### src/lrs_ram.sv
// Generic single-write, single-read RAM with registered read data.
module lrs_ram #(
  parameter int WIDTH = 8,
  parameter int DEPTH = 128
) (
  input  logic                     clk,
  input  logic                     we,
  input  logic [$clog2(DEPTH)-1:0] waddr,
  input  logic [WIDTH-1:0]         wdata,
  input  logic [$clog2(DEPTH)-1:0] raddr,
  output logic [WIDTH-1:0]         rdata
);

  logic [WIDTH-1:0] mem [DEPTH];
  logic [WIDTH-1:0] rdata_r;

  always_ff @(posedge clk) begin
    if (we) begin
      mem[waddr] <= wdata;
    end
    rdata_r <= mem[raddr];
  end

  assign rdata = rdata_r;

endmodule

### config.mk
export PLATFORM = sky130hd
export DESIGN_NAME = lrs_ram
export DESIGN_NICKNAME = d
export VERILOG_FILES = /design/src/lrs_ram.sv
export SDC_FILE = /design/constraint.sdc
export NUM_CORES = 1
export LEC_CHECK = 0
export ABC_AREA = 1
export BUFFER_PORTS_ARGS = -buffer_cell sky130_fd_sc_hd__buf_2
export CAP_MARGIN = 5
export CORE_ASPECT_RATIO = 0.9
export CORE_MARGIN = 2
export CORE_UTILIZATION = 51
export DETAILED_ROUTE_END_ITERATION = 8
export GPL_TIMING_DRIVEN = 1
export PLACE_DENSITY_LB_ADDON = 0.08
export RECOVER_POWER = 100
export SLEW_MARGIN = 20
export SYNTH_ARGS = -nofsm -noshare
export SYNTH_HDL_FRONTEND = slang
export SYNTH_SLANG_ARGS = --single-unit
### constraint.sdc
create_clock -name clk -period 1.7 [get_ports clk]
set_input_delay 0.34 -clock clk [delete_from_list [all_inputs] [get_ports clk]]
set_output_delay 0.34 -clock clk [all_outputs]
set_load 0.01 [all_outputs]
# ---- Word-level counts from Yosys, hierarchy flattened
# Memories as Yosys holds them, arrays and structs flattened. A register that Yosys moved wholly into a read port is not among the register bits.
# Cells that the tools add are included.
dict set report totals {
  ff_bits 0
  out_inout_bits 8
  memories 1
  ram_bits 1024
  wordCells 3
}
dict set report classes {
  muxes 2
}
# memory depth word_bits read_ports rd_clocked_by_memory_dff write_ports line
set mem_list {}
lappend mem_list {mem 128 8 1 1 1 14} ;# logic [WIDTH-1:0] mem [DEPTH];
# op count
set ops {}
lappend ops {{1-bit two-way mux} 2}

# ---- Logic depth before layout (Yosys ltp)
dict set report depth {
  word_depth 2
  mapped_depth 14
  mapped_depth_nobuf 11
}

# ---- Worst setup path before layout
# OpenSTA, ideal clock, no wires.
dict set report synth_timing {
  path_type {input to register}
  startpoint {input we}
  endpoint {memory mem[105][0], enable pin}
  cell_stages 4
  setup_time_ns 0.370
  arrival_ns 1.326
  setup_slack_ns 0.004
  n_path_buf 2
  cell_sequence {clkbuf_1 > nand2_1 > clkbuf_1 > nor2_1}
}
dict set report synth_between {
  elab_chain_len 2
}
# element line
set synth_rtl {}
lappend synth_rtl {{start, declared} 7} ;# input logic we,
lappend synth_rtl {{1-bit two-way mux} 18} ;# if (we) begin
lappend synth_rtl {{1-bit two-way mux (implied by the code)} 19} ;# mem[waddr] <= wdata;
lappend synth_rtl {{end, declared} 14}
# No other way between the ends.

# ---- Worst setup path in the final report
dict set report layout_timing {
  startpoint {input waddr[1]}
  endpoint {memory mem[118][0], enable pin}
}
# element line
set layout_lines {}
lappend layout_lines {{start, declared} 8} ;# input logic [$clog2(DEPTH)-1:0] waddr,
# No word-level cell before the write port.

==> metrics <==
initial antenna violation count 4; peak supply drop 0.0009549 V; commonest non-fill, non-tap cells in the layout nand2_1 (1207), edfxtp_1 (1024), nand3_1 (923); port bufs 31; critical path's top delay family buffers and inverters; area leader, netlist edfxtp_1; slowest cell on the critical path clkbuf_4; average wire per cell in the routed design ~24 um; DR WL met3 10950 um; final critical-path share of the clock period a little over nine tenths; CP Capture Type flip-flop; worst reg2reg path endpoint rdata[3]; non-filler cells, final approximately 5000; failing checks capacitance limit, slew limit; top cells by area, synth edfxtp_1 (73%), nand3_1 (11%), nand2_1 (11%); Initial Utilization 51.74%; Area Overhead vs Synth 15.99%; Min-Delay Endpoint rdata[1]; RSZ-0062 raised after global routing false; diodes inserted 0; GPL Wtd Cong 0.9207; post-route ant nets 0; Detailed Route WL around 120000 um; Seq/Total Area, Yosys between 70% and 80%; Core Region approximately 81000 um^2; Longest Clk Path Bufs 3; CP peak stage delay roughly 370 ps; vias in the first global route approximately 28000; # clock sinks 1032; Max Fclk roughly 600 MHz; utilization after layout 60.01%; crit-path max FO 13; Data arrival, critical path approximately 2000 ps; Worst-Skew Late Latency about 700 ps; Worst R2R Start mem[5][3]; final hold violation count 0; placed inst area 46100 um^2; I/O pin cnt 32; fillers ~6500; FP Rows ~100; CTS root buffer clkbuf_16; fin area a little under 50000 um^2; Syn Area/Cell between 10 and 15 um^2; post-synth cell types 14; placed insts around 4800; global-route wire length before repair around 180000 um; Buf/Inv on CP 4; reg2reg path depth 10; Leak Pwr 17.78 nW; register bit total from synthesis approximately 1000; setup slack, reg-to-reg 50 ps; Post-Syn Area between 40000 and 50000 um^2; die area 84870 um^2; Congestion Overflow GR 0; Setup Fix Bufs, Post-CTS 0; Rel. slew slack -7.943%; CTS clock-pin slew for the worst setup and hold paths around 60 ps; actual slew at the worst max-slew pin 1619 ps; First-pass DRT Iterations 6; # DRC 0; most common cell after layout, fill and taps aside nand2_1; H-Tree Depth 3; top cell type's share of synthesized area roughly 73%; layout cells sized above 1 12.66%; synthesized instance count between 3000 and 4000; pin count of the biggest net entering global routing 76; routed length on met2 53080 um; status finished, violations left; TritonCTS buffer count 104; Syn Nets between 3000 and 4000; Die Y-Extent 276.6 um; setup violators final 0; number of max-cap violations 2; hold path cells 3; via count about 29000; yosys warns 0; crit path cell chain clkbuf_1 > inv_1 > nor3_1 > nand2_1 > clkbuf_4 > nor2_1 > clkbuf_2; Via density 5.751; M1 WL a little over 50000 um; fin. max-slew vios 84; Final min period roughly 1700 ps; GRT Overall Usage between 20 and 30%; final setup skew 28.43 ps; Die X about 310 um; 1st-iter DRT viols between 3000 and 4000; Power Dens Cells about 1100 nW/um^2; hold_ws ~45 ps; Worst Hold Class in2reg; top sig layer met5; CTS tree built; WP data required about 2100 ps; Setup crit start kind input port; DP HPWL ~74000 um; CP Class in2reg; Final nets just under 4000; Hold Startpoint raddr[6]
[layout make-up]
type	instances	area, um^2	area share (%)
clock buffer	121	2709	5.547
clock inverter	70	752.0	1.540
inverter	24	116.4	0.2383
multi-input combinational	2288	9831	20.13
sequential	1032	30910	63.29
tap	1060	1326	2.716
timing repair buffer	407	3192	6.536
[layer usage]
metal  up-vias  GRT usage [%]
met5         -              0
met2      1284          42.21
met4         8          8.245
li1      13170              -
met3       211          6.206
met1     14100          40.55
[cell families (layout without fill, tap and decap cells)]
logic type    Yosys count  in the layout  share of synthesized area [%]
buf+inv               255            622                          3.400
flops                1032           1032                          73.41
simple gates         2288           2288                          23.19
[metrics by stage]
| stage | total power (W) | TNS (ps) | setup WS (ps) |
|---|---|---|---|
| floorplan | 0.03052 | 0 | 4.169 |
| global placement | 0.03249 | -63790 | -599.8 |
| detailed placement | 0.03251 | -101040 | -604.0 |
| CTS | 0.05556 | 0 | 1.509 |
| global route | 0.05680 | 0 | 0.01643 |
| finish | 0.05521 | 0 | 28.00 |
[flip-flops by register name, indices dropped and copies added (netlist names)]
register and cells:
mem 1024, rdata 8
[how the worst max path moves through the flow]
stage	startpoint	endpoint	slack, ps	cells past startpoint
final	waddr[1]	mem[118][0]	30	7
after global routing	mem[7][7]	rdata[7]	0.02	10
after CTS	mem[7][4]	rdata[4]	2	10
after detailed placement	raddr[0]	rdata[4]	-600	14
after global placement	raddr[0]	rdata[4]	-600	14
after floorplan	we	mem[105][0]	4	4
[worst min-delay path, cell delays in order]
cell,delay [ps]
buf_2,200
nand2_1,100
nand2_1,40
[synth_stat cells]
master,n
buf_2,121
inv_2,2
nand3_1,931
buf_4,40
nand2_1,1215
buf_6,22
clkbuf_1,34
dfxtp_1,8
nor2_1,134
inv_8,1
inv_1,21
buf_1,14
nor3_1,8
edfxtp_1,1024
[power by group]
group          switching (W)  internal [W]  total [W]
combinational        0.00269       0.00112    0.00381
sequential         0.0000457        0.0281     0.0281
clock                0.00973        0.0135     0.0233
[repair_timing]
item,CTS,global route
hold buffers,3,0
resized for setup,1,17
hold endpoints to repair,8,0
pin swaps,0,0
endpoints found under the setup margin,1,7
(Power assumes the default switching activity.)
