===== config.mk =====
export PLATFORM = sky130hd
export DESIGN_NAME = lrs_cursor
export DESIGN_NICKNAME = d
export VERILOG_FILES = /design/src/lrs_cursor.sv
export SDC_FILE = /design/constraint.sdc
export NUM_CORES = 1
export LEC_CHECK = 0
export ABC_AREA = 1
export CORE_ASPECT_RATIO = 1.2
export CORE_MARGIN = 2
export CORE_UTILIZATION = 30
export CTS_CLUSTER_SIZE = 40
export DETAILED_ROUTE_END_ITERATION = 7
export DONT_BUFFER_PORTS = 1
export SLEW_MARGIN = 20
export SYNTH_ARGS = -nofsm -noshare
export SYNTH_HDL_FRONTEND = slang
export SYNTH_SLANG_ARGS = --single-unit

===== constraint.sdc =====
create_clock -name clk -period 2.6 [get_ports clk]
set_clock_uncertainty 0.2 [all_clocks]
set_input_delay 0.13 -clock clk [delete_from_list [all_inputs] [get_ports clk]]
set_output_delay 0.13 -clock clk [all_outputs]
set_load 0.02 [all_outputs]

===== src/lrs_cursor.sv =====
// Round-robin cursor over one address list: entry index and packet slot.
module lrs_cursor #(
  parameter int DEPTH = 128,
  parameter int SLOTS = 5
) (
  input  logic                       clk,
  input  logic                       rst_n,
  input  logic                       advance,
  input  logic [$clog2(DEPTH+1)-1:0] count,
  output logic [$clog2(DEPTH)-1:0]   index,
  output logic [$clog2(SLOTS)-1:0]   phase
);

  localparam int IDX_W = $clog2(DEPTH);
  localparam int PH_W  = $clog2(SLOTS);

  logic [IDX_W-1:0] index_r, index_nxt;
  logic [PH_W-1:0]  phase_r, phase_nxt;
  logic [IDX_W:0]   index_inc;

  always_comb begin
    index_nxt = index_r;
    phase_nxt = phase_r;
    index_inc = {1'b0, index_r} + (IDX_W+1)'(1);
    if (advance) begin
      if (phase_r == PH_W'(SLOTS - 1)) begin
        phase_nxt = '0;
        // wrap past the last entry in use
        if (index_inc >= (IDX_W+1)'(count)) begin
          index_nxt = '0;
        end else begin
          index_nxt = index_inc[IDX_W-1:0];
        end
      end else begin
        phase_nxt = phase_r + PH_W'(1);
      end
    end
  end

  always_ff @(posedge clk) begin
    if (!rst_n) begin
      index_r <= '0;
      phase_r <= '0;
    end else begin
      index_r <= index_nxt;
      phase_r <= phase_nxt;
    end
  end

  assign index = index_r;
  assign phase = phase_r;

endmodule


* Word level (Yosys, flattened, before mapping)
Index checks and enable logic that the tools add are counted.
** Word-level totals
- Bits in registers :: 10
- Latch bits :: 0
- RAM bits :: 0
- Memory bits (read-only) :: 0
- Bits of input ports :: 11
- Output and inout bits :: 10
- Word-level logic and storage cells :: 9
- Memories kept :: 0
** Cells by class
- $add $sub $neg :: 2
- $mul :: 0
- Div/mod/pow operators :: 0
- Order comparisons :: 1
- Equality and inequality tests :: 1
- Shift operators :: 0
- Muxes and demuxes :: 2
- Bitwise gates (word level) :: 0
- Reduce and logical (&&, ||, !) cells :: 1
** Operator list (count)
- $add A7 B1 Y8 const B :: 1
- $ge A8 B8 Y1 :: 1
- $mux W7 :: 1
- $add A3 B1 Y3 const B :: 1
- $eq A3 B3 Y1 const B :: 1
- $mux W3 :: 1
- $reduce_and A2 Y1 :: 1

* Depth between registers and ports, before layout
Gate-level depths: netlist of run 1.
- Word-level depth :: 3
- Gate-level depth with buffers :: 13
- Gate-level depth less buffers :: 13

* Worst setup path before layout of run 1
Ideal clock, no wire load.
- Kind :: register to register
- Start :: register index_r[0], in the netlist index[0]
- End :: register index_r[0], in the netlist index[0]
- Library setup time :: 0.059 ns
- Arrival time :: 1.918 ns
- Required time :: 2.341 ns
- Setup slack :: 0.423 ns
- Stages on the path, launching flop included :: 13
- Buffers on the path :: 0
- Clock period less this slack :: 2.177 ns
- Cells stage by stage :: dfxtp_1 ha_1 nand2_2 nor2_2 nand3_1 nand2_2 inv_1 ha_1 nand2_1 nor2_1 nor3_4 nand3_1 nand2_1
** Between the ends
- Cells in the longest elaborated chain, start to end :: 3
** Ends and longest elaborated chain
- from (decl) :: line 17 : logic [IDX_W-1:0] index_r, index_nxt;
- from (signal assigned) :: line 45 : index_r <= index_nxt;
- $add A7 B1 Y8 (*) :: line 24 : index_inc = {1'b0, index_r} + (IDX_W+1)'(1);
- $ge A8 B8 Y1 :: line 29 : if (index_inc >= (IDX_W+1)'(count)) begin
- $mux W7 (*) :: line 29
Every way passes the cells marked *; elsewhere a longest branch is shown, timed or not.
A chain may end at the register's enable or synchronous reset.

* Worst setup path after layout of run 1
- Start :: register index_r[3], in the netlist index[3]
- End :: register index_r[0], in the netlist index[0]
** Between the ends
- Cells in the longest elaborated chain, start to end :: 3
** Ends and longest elaborated chain (line)
- $add A7 B1 Y8 :: 24
- $ge A8 B8 Y1 :: 29
- $mux W7 :: 29
No other way between the ends.

==> flow_summary_export.csv, run 1 <==
group,metric,value,unit
sta,worst_pin_slew,367,ps
clock_tree,cts_setup_buffers,0,
global_routing,grt_use_total,12.3,%
setup_path,slowest_stage,"dfxtp_1",
clock_tree,root_buffer,"clkbuf_4",
routing,via_count,753,
logic_synthesis,synth_top_cell_area_share,25.1,%
sta,final_max_slew_viol_count,0,
logic_synthesis,synth_seq_area_share,25.1,%
placement,gp_congestion,0.755,
clock_tree,clock_path_buffers,2,
sta,min_period,2230,ps
sta,clock.fmax,448,MHz
setup_path,critPathKind,"reg -> reg",
layout,layout-drive-gt1-share,14.9,%
power,p_per_area,369,mW/mm2
sta,final_hold_viol_count,0,
clock_tree,cts_hold_buf,3,
power,max-vdd-ir-drop,0.251,mV
outcome,status,"completed",
global_routing,grt_pass1_vias,719,
routing,routedWlPerCell,9.80,um
layout,area_growth,16.3,%
logic_synthesis,synthCells,124,
global_routing,grt_max_degree,8,
job,max_cap_viol_count,0,
clock_tree,cts.sinks,10,
die,core-area,0.00253,mm2
logic_synthesis,async_flop_share,0,%
routing,avgViaCountPerCell,4.51,
logic_synthesis,synth_area_leaders,"dfxtp_1, nand2_1, ha_1, inv_1, nand3_1",
placement,pre_cts_ws,371,ps
die,die_x,51.1,um
sta,slew_headroom,75.5,%
logic_synthesis,yosysWarnings,0,
clock_tree,clkLatencyLatePin,280,ps
worst_hold_path,hp-class,"in -> reg",
setup_path,cpPeakStageDelay,540,ps
routing,firstDrtPassIters,4,
global_routing,antenna_found_initial,0,
sta,rsz0062_at_grt,"false",
logic_synthesis,syn_area_per_cell,6.43,um2
die,io_pins,21,
setup_path,crit_path_cell_trace,"nand2_2, nor2_2, nand3_1, nand2_1, inv_1, ha_1, a21oi_1, nor2_1, nor3_4, nand3_1, nand2_1",
clock_tree,cts-resized-gates,0,
power,p_total,342,uW
logic_synthesis,synthFlopType,"dfxtp_1",
sta,worst_slack,366,ps
logic_synthesis,netlist_area,797,um2
sta,finalSetupViolations,0,
setup_path,endpoint_kind,"register",
sta,fin_crit_sh,85.9,%
die,die_y,60.5,um
power,power_leakage,0.526,nW
logic_synthesis,synth_most_common_cell,"nand2_1",
logic_synthesis,synth.distinct_cells,17,
setup_path,cp-start-kind,"register",
layout,diodes,0,
sta,setup_tns,0,ps
clock_tree,tritoncts,"built",
routing,ant_nets,0,
routing,wl,1.64,mm
layout,nets,157,
logic_synthesis,ys_top_cells_by_count,"nand2_1, inv_1, ha_1, nor2_1",
clock_tree,path_clk_slew,80,ps
placement,io_buffer_count,0,
global_routing,grt_pass1_wl,2.86,mm
routing,drtIter0Drc,21,
routing,maxUsedRoutingLayer,"met4",
logic_synthesis,synth_area_leader_cell,"dfxtp_1",
logic_synthesis,synth_edf_count,0,
die,num_rows,20,
routing,m1WireLength,687,um
logic_synthesis,synth_seq_cells,10,
global_routing,gr-total-overflow,0,
logic_synthesis,syn-num-nets,146,
setup_path,crit_fanout,7,
clock_tree,h-tree-depth,1,
die,start_util,31.5,%
setup_path,worstPathRequired,2620,ps
placement,place_hpwl,1.37,mm
die,die-area,0.00309,mm2
setup_path,cp.arrival,2260,ps
routing,wl_met3,122,um
clock_tree,cts_made_buffers,3,
routing,drc,0,
routing,dr_wl_met2,815,um
path summary, 6_finish.rpt:
| kind | startpoint | endpoint | slack, ps | depth (start not counted) |
|---|---|---|---|---|
| setup / recovery | index[3] | index[0] | 370 | 11 |
| setup reg to reg | index[3] | index[0] | 370 | 11 |
| hold / removal | count[7] | index[6] | 140 | 5 |
| hold reg to reg | index[1] | index[1] | 280 | 2 |
worst max-delay path, delay by kind of cell, from the launching register on:
family | cells | cell delay (ps)
AOI/OAI and AO/OA | 1 | 150
adders and majority gates | 1 | 280
DFF | 1 | 540
and+or+nand+nor | 8 | 950
buffers and inverters | 1 | 50
metal layers:
layer  up-vias  global-route usage (%)
met1       328                    12.8
met2        23                    22.4
met5         -                       0
met4         0                    2.32
li1        400                       -
met3         2                    6.16
through the flow:
step	hold WS [ps]	cells	utilization [%]	instance area [um2]
final	138	167	36.7	927
after global routing	160	167	36.7	927
after CTS	138	167	36.7	927
after detailed placement	85.2	160	34.1	861
after global placement	86.9	160	34.1	861
after floorplan	78.7	124	-	797
cell usage in the layout (no fill, tap or decap):
| master | netlist | routed |
|---|---|---|
| dfxtp_1 | 10 | 10 |
| ha_1 | 11 | 11 |
| or2_2 | 1 | 1 |
| or2_1 | 1 | 1 |
| a21oi_1 | 4 | 4 |
| nand2_1 | 38 | 38 |
| inv_1 | 23 | 23 |
| clkbuf_4 | 0 | 3 |
| nor2_1 | 11 | 11 |
| nor3_4 | 1 | 1 |
| nand3_1 | 10 | 10 |
| a211oi_1 | 1 | 1 |
| inv_2 | 3 | 3 |
| dlygate4sd3_1 | 0 | 3 |
| xor2_1 | 1 | 1 |
| nand3b_1 | 1 | 1 |
| clkbuf_8 | 0 | 1 |
| buf_4 | 0 | 3 |
| nand2_2 | 3 | 3 |
| nor2_2 | 4 | 4 |
| nand2_4 | 1 | 1 |
flip-flops by register name (all words and copies together) (netlist names):
register and cells:
phase 3, index 7
area by class of cell:
cell class | instances | area [um2]
Timing Repair Buffer | 6 | 52.6
Tap cell | 33 | 41.3
Multi-Input combinational cell | 88 | 499
Fill cell | 295 | 1600
Sequential cell | 10 | 200
Clock buffer | 4 | 36.3
Inverter | 26 | 97.6
kinds of logic after synthesis:
kind of cell,Yosys count,synth area share (%)
AOI/OAI and AO/OA,5,3.45
buffers and inverters,26,12.2
DFF,10,25.1
and+or+nand+nor,71,40.8
xor gates and xnor gates,1,1.10
adders and majority gates,11,17.3
power breakdown:
group / internal, mW / switching (mW)
Clock: 0.0852 / 0.0630
Combinational: 0.0132 / 0.0181
Sequential: 0.156 / 0.00656
Note: power is estimated with default switching activity, not from simulation.
==> run 2: changes to the inputs <==
--- a/config.mk
+++ b/config.mk
@@ -5,7 +5,7 @@
 export SDC_FILE = /design/constraint.sdc
 export NUM_CORES = 1
 export LEC_CHECK = 0
-export ABC_AREA = 1
+export ABC_AREA = 0
 export CORE_ASPECT_RATIO = 1.2
 export CORE_MARGIN = 2
 export CORE_UTILIZATION = 30
==> run 2 against run 1 <==
  * The flow now finishes with violations (negative hold slack)
  * Die area is 12% lower
  * Largest power group unchanged
  * Sequential share of layout area increased by 2.1 points
  * Wire length down 9.5%
  * First-iteration DRC count is 81% lower
  * Flip-flop and latch count stayed put
==> flow_summary_export.csv, run 2 <==
group,metric,value,unit
outcome,status,"finished with violations",
outcome,violations,"negative hold slack",
layout,diodes,0,
job,max_cap_viol_count,0,
global_routing,grt_pass1_vias,579,
setup_path,cp-start-kind,"register",
placement,io_buffer_count,0,
routing,maxUsedRoutingLayer,"met4",
routing,wl,1.48,mm
logic_synthesis,synth_top_cell_area_share,29.0,%
logic_synthesis,synth_area_leaders,"dfxtp_1, ha_1, a22o_1, inv_1, nand2_1",
setup_path,endpoint_kind,"register",
power,power_leakage,0.443,nW
sta,min_period,2370,ps
logic_synthesis,synthCells,77,
setup_path,reg2reg_depth,9,
die,start_util,30.9,%
die,die-area,0.00270,mm2
routing,firstDrtPassIters,4,
sta,setup_tns,0,ps
sta,worst_slack,229,ps
setup_path,ff2ff_setup_slack,230,ps
clock_tree,cts.sinks,10,
logic_synthesis,synthFlopType,"dfxtp_1",
routing,ant_nets,0,
routing,m1WireLength,650,um
routing,via_count,558,
placement,placed_cell_area,778,um2
logic_synthesis,netlist_area,691,um2
setup_path,worstPathRequired,2610,ps
layout,nets,113,
worst_hold_path,min_to,"phase[2]",
clock_tree,clkLatencyLatePin,260,ps
logic_synthesis,synth_top_family_by_area,"adder cells",
setup_path,critPathKind,"reg -> reg",
layout,final_area,857,um2
clock_tree,cts_made_buffers,3,
setup_path,crit_fanout,5,
die,die_x,47.8,um
placement,pre_cts_ws,126,ps
routing,wl_met3,49,um
global_routing,antenna_found_initial,0,
power,p_per_area,394,mW/mm2
logic_synthesis,yosys.area_share.simple,18.8,%
clock_tree,cts_setup_buffers,0,
logic_synthesis,synth_most_common_cell,"ha_1",
power,max-vdd-ir-drop,0.134,mV
clock_tree,clock_path_buffers,2,
sta,finalSetupViolations,0,
routing,drtIter0Drc,4,
layout,final_common_cell,"ha_1",
logic_synthesis,synth_seq_area_share,29.0,%
logic_synthesis,syn-num-nets,99,
logic_synthesis,syn_area_per_cell,8.97,um2
setup_path,r2r-start,"index[0]",
die,core-area,0.00223,mm2
sta,final_hold_viol_count,1,
die,io_pins,21,
die,num_rows,19,
routing,drc,0,
clock_tree,root_buffer,"clkbuf_4",
sta,rsz0062_at_grt,"false",
sta,slew_headroom,75.8,%
routing,avgViaCountPerCell,4.61,
sta,worst_pin_slew,363,ps
logic_synthesis,muxShareOfSynthArea,1.45,%
logic_synthesis,synth_area_leader_cell,"dfxtp_1",
setup_path,crit_start,"index[0]",
sta,hold_ws,-0.108,ps
sta,final_max_slew_viol_count,0,
sta,clock.fmax,422,MHz
clock_tree,path_clk_slew,70,ps
logic_synthesis,ys_top_cells_by_count,"ha_1, dfxtp_1, inv_1",
setup_path,reg2reg_to,"index[2]",
sta,fin_crit_sh,91.2,%
worst_hold_path,min_from,"advance",
clock_tree,h-tree-depth,1,
logic_synthesis,async_flop_share,0,%
global_routing,grt_pass1_wl,2.35,mm
logic_synthesis,synth_compound_area_share,17.2,%
global_routing,grt_use_total,12.3,%
layout,largest_reg_flops,7,
logic_synthesis,synth_xor_area_share,7.61,%
logic_synthesis,yosysWarnings,0,
logic_synthesis,synth.distinct_cells,26,
global_routing,grt_max_degree,7,
logic_synthesis,synth_seq_cells,10,
routing,dr_wl_met2,738,um
placement,place_hpwl,1.20,mm
layout,area_growth,24.1,%
die,die_y,56.6,um
setup_path,cp.arrival,2390,ps
placement,gp_congestion,0.708,
logic_synthesis,synthAdderAreaFrac,19.9,%
clock_tree,tritoncts,"built",
layout,layout-drive-gt1-share,24.4,%
global_routing,gr-total-overflow,0,
worst_hold_path,hp-class,"in -> reg",
worst_hold_path,min_path_cells,3,
logic_synthesis,synth_edf_count,0,
layout,utilization,38.4,%
layout,final_cell_mix,"ha_1, inv_1, dfxtp_1, nand2_1, buf_4",
routing,routedWlPerCell,12.2,um
[run 2: changes by cell type in the layout (fill, tap and decap cells not counted), moves of 3 or more]
cell / delta
nor2_1: -7
inv_1: -14
buf_4: +4
nand3_1: -7
nand2_1: -31
a22o_1: +4
xnor2_1: +3
a21oi_1: -3
nand2_2: -3
nor2_2: -3
[run 2: worst max path at each step]
stage / end
floorplan: index[2]
global placement: index[1]
detailed placement: index[1]
CTS: index[1]
global route: index[1]
finish: index[2]
[run 2: power by group]
part	switching (mW)	internal [mW]	leakage (nW)
sequential	0.00874	0.157	0.0820
clock	0.0552	0.0851	0.0210
combinational	0.0158	0.0158	0.340
[run 2: cell families after synthesis]
family / after synthesis
muxes: 1
buffers and inverters: 11
DFF: 10
AOI/OAI and AO/OA: 15
xor gates and xnor gates: 6
and+or+nand+nor: 23
adders and majority gates: 11
[run 2: routing by layer]
| metal | vias to the layer above | global-route usage, % |
|---|---|---|
| li1 | 292 | - |
| met1 | 248 | 13.2 |
| met2 | 14 | 20.6 |
| met3 | 4 | 1.93 |
| met4 | 0 | 8.11 |
| met5 | - | 0 |
[run 2: stage by stage]
stage               cells  power (mW)
CTS                   121       0.340
floorplan              77       0.189
global route          121       0.355
detailed placement    114       0.196
finish                121       0.337
global placement      114       0.192
[run 2: cell type report]
cell class	count	area, um2
fill	252	1380
multi-input combinational	56	459
sequential	10	203
timing repair buffer	10	82.6
tap	31	38.8
inverter	10	37.5
clock buffer	4	36.3
[run 2: worst max-delay path: stages, from the launching register on]
cell and delay [ps]:
dfxtp_2 340, ha_1 200, buf_4 140, xor2_1 140, ha_1 290, a211o_1 290, a31oi_1 190, o211ai_2 190
nor3b_2 230, a21o_1 90
[run 2: what timing repair did]
| action | 4_1_cts | 5_1_grt |
|---|---|---|
| hold endpoints to repair | 4 | 0 |
| hold buffers | 3 | 0 |
| endpoints found under the setup margin | 0 | 6 |
| gates resized for setup | 0 | 4 |
==> run 3: changes to the inputs <==
--- a/config.mk
+++ b/config.mk
@@ -9,9 +9,11 @@
 export CORE_ASPECT_RATIO = 1.2
 export CORE_MARGIN = 2
 export CORE_UTILIZATION = 30
+export CTS_CLUSTER_DIAMETER = 30
 export CTS_CLUSTER_SIZE = 40
 export DETAILED_ROUTE_END_ITERATION = 7
 export DONT_BUFFER_PORTS = 1
+export PLACE_DENSITY = 0.5
 export SLEW_MARGIN = 20
 export SYNTH_ARGS = -nofsm -noshare
 export SYNTH_HDL_FRONTEND = slang
==> run 3 against run 2 <==
  * The flow now finishes without violations
  * Register-to-register slack worse by 90 ps
  * Power fell by 11%
  * Fmax fell by 3.7%
  * Wire length decreased by 2.0%
==> flow_summary_export.csv, run 3 (synthesis gave the netlist of run 2 again) <==
group,metric,value,unit
routing,avgViaCountPerCell,4.68,
layout,diodes,0,
worst_hold_path,min_from,"rst_n",
clock_tree,path_clk_slew,60,ps
layout,final_cell_mix,"ha_1, inv_1, dfxtp_1, buf_4, nand2_1",
power,p_per_area,355,mW/mm2
global_routing,gr-total-overflow,0,
routing,maxUsedRoutingLayer,"met4",
setup_path,reg2reg_depth,11,
clock_tree,cts.sinks,10,
layout,layout-drive-gt1-share,23.3,%
routing,routedWlPerCell,12.0,um
routing,firstDrtPassIters,4,
setup_path,ff2ff_setup_slack,140,ps
routing,dr_wl_met2,710,um
layout,final_common_cell,"ha_1",
routing,m1WireLength,645,um
clock_tree,cts_made_buffers,3,
power,power_leakage,0.437,nW
layout,nets,114,
outcome,status,"completed",
sta,slew_headroom,78.9,%
global_routing,antenna_found_initial,0,
routing,drc,0,
sta,rsz0062_at_grt,"false",
setup_path,crit_fanout,6,
setup_path,crit_start,"index[0]",
setup_path,r2r-start,"index[0]",
power,power_frac_seq,55.3,%
power,max-vdd-ir-drop,0.120,mV
setup_path,cp.arrival,2470,ps
die,die-area,0.00270,mm2
power,p_sw_share,24.5,%
power,p_sw,73.3,uW
clock_tree,tritoncts,"built",
sta,final_hold_viol_count,0,
sta,min_period,2460,ps
setup_path,cp-start-kind,"register",
layout,largest_reg_flops,7,
global_routing,grt_pass1_wl,2.39,mm
clock_tree,clock_path_buffers,2,
die,io_pins,21,
power,comb_power_share,10.2,%
clock_tree,clkLatencyLatePin,260,ps
die,start_util,30.9,%
sta,fin_crit_sh,94.7,%
sta,setup_tns,0,ps
global_routing,grt_max_degree,7,
global_routing,grt_pass1_vias,564,
sta,finalSetupViolations,0,
placement,io_buffer_count,0,
routing,wl_met3,62,um
die,core-area,0.00223,mm2
job,max_cap_viol_count,0,
worst_hold_path,min_path_cells,3,
layout,utilization,37.7,%
setup_path,endpoint_kind,"register",
clock_tree,h-tree-depth,1,
setup_path,critPathKind,"reg -> reg",
power,p_int,226,uW
sta,final_max_slew_viol_count,0,
setup_path,reg2reg_to,"index[2]",
global_routing,grt_use_total,12.7,%
die,die_y,56.6,um
setup_path,worstPathRequired,2610,ps
placement,gp_congestion,0.710,
routing,wl,1.45,mm
sta,worst_pin_slew,316,ps
worst_hold_path,min_to,"index[0]",
layout,area_growth,22.1,%
die,num_rows,19,
power,p_clk_share,34.5,%
die,die_x,47.8,um
worst_hold_path,hp-class,"in -> reg",
clock_tree,root_buffer,"clkbuf_4",
sta,clock.fmax,406,MHz
routing,via_count,566,
routing,drtIter0Drc,3,
routing,ant_nets,0,
## run 3: changes by cell type in the layout (fill, tap and decap cells not counted), sizes merged
| cell | delta |
|---|---|
| buf | +1 |
| clkbuf | -1 |
## run 3: worst max path at each step
| stage | endpoint | slack [ps] | cells past startpoint |
|---|---|---|---|
| floorplan | index[2] | 150 | 10 |
| global placement | index[1] | 40 | 10 |
| detailed placement | index[3] | 40 | 10 |
| CTS | index[3] | 3 | 10 |
| global route | index[2] | 2 | 11 |
| finish | index[2] | 140 | 11 |
## run 3: per-layer routing
layer | global-route usage [%] | up-vias
met3 | 3.54 | 2
met5 | 0 | -
li1 | - | 292
met2 | 19.2 | 16
met4 | 9.27 | 0
met1 | 14.2 | 256
## run 3: worst max-delay path: stages (launching register included)
cell and delay (ps):
dfxtp_2 370, ha_2 230, nand3_1 120, nor2_1 150
xor2_1 220, ha_1 290, and4_1 160, o21ai_1 90
o211ai_2 150, buf_4 180, nor3b_2 160, a21o_1 90
## run 3: cell type report
type | count | area, um2
clock buffers | 3 | 22.5
fillers | 252 | 1390
inverters | 10 | 37.5
multi-input cells | 56 | 452
flip-flops and latches | 10 | 203
well taps | 31 | 38.8
repair buffers | 11 | 90.1
## run 3: metrics by stage
stage          instance area (um2)  std cells  hold slack [ps]  setup WS (ps)  total power, mW
6_report                       843        121             13.0            138            0.299
5_1_grt                        843        121             22.0           2.22            0.324
4_1_cts                        831        120            0.323           3.08            0.307
3_5_place_dp                   778        114             90.3           36.1            0.194
3_3_place_gp                   778        114             86.9           41.0            0.193
2_1_floorplan                  691         77             77.6            152            0.189
## run 3: repair_timing
action | 4_1_cts | 5_1_grt
gates resized for setup | 0 | 3
endpoints found under the hold margin | 4 | 0
buffers inserted | 0 | 1
hold buffers | 3 | 0
endpoints found under the setup margin | 0 | 6
## run 3: power by group through the flow
stage | registers (mW) | clock network, mW | logic [mW]
finish | 0.165 | 0.103 | 0.0305
global route | 0.166 | 0.121 | 0.0368
CTS | 0.165 | 0.110 | 0.0309
detailed placement | 0.169 | 0 | 0.0254
global placement | 0.169 | 0 | 0.0238
floorplan | 0.168 | 0 | 0.0208
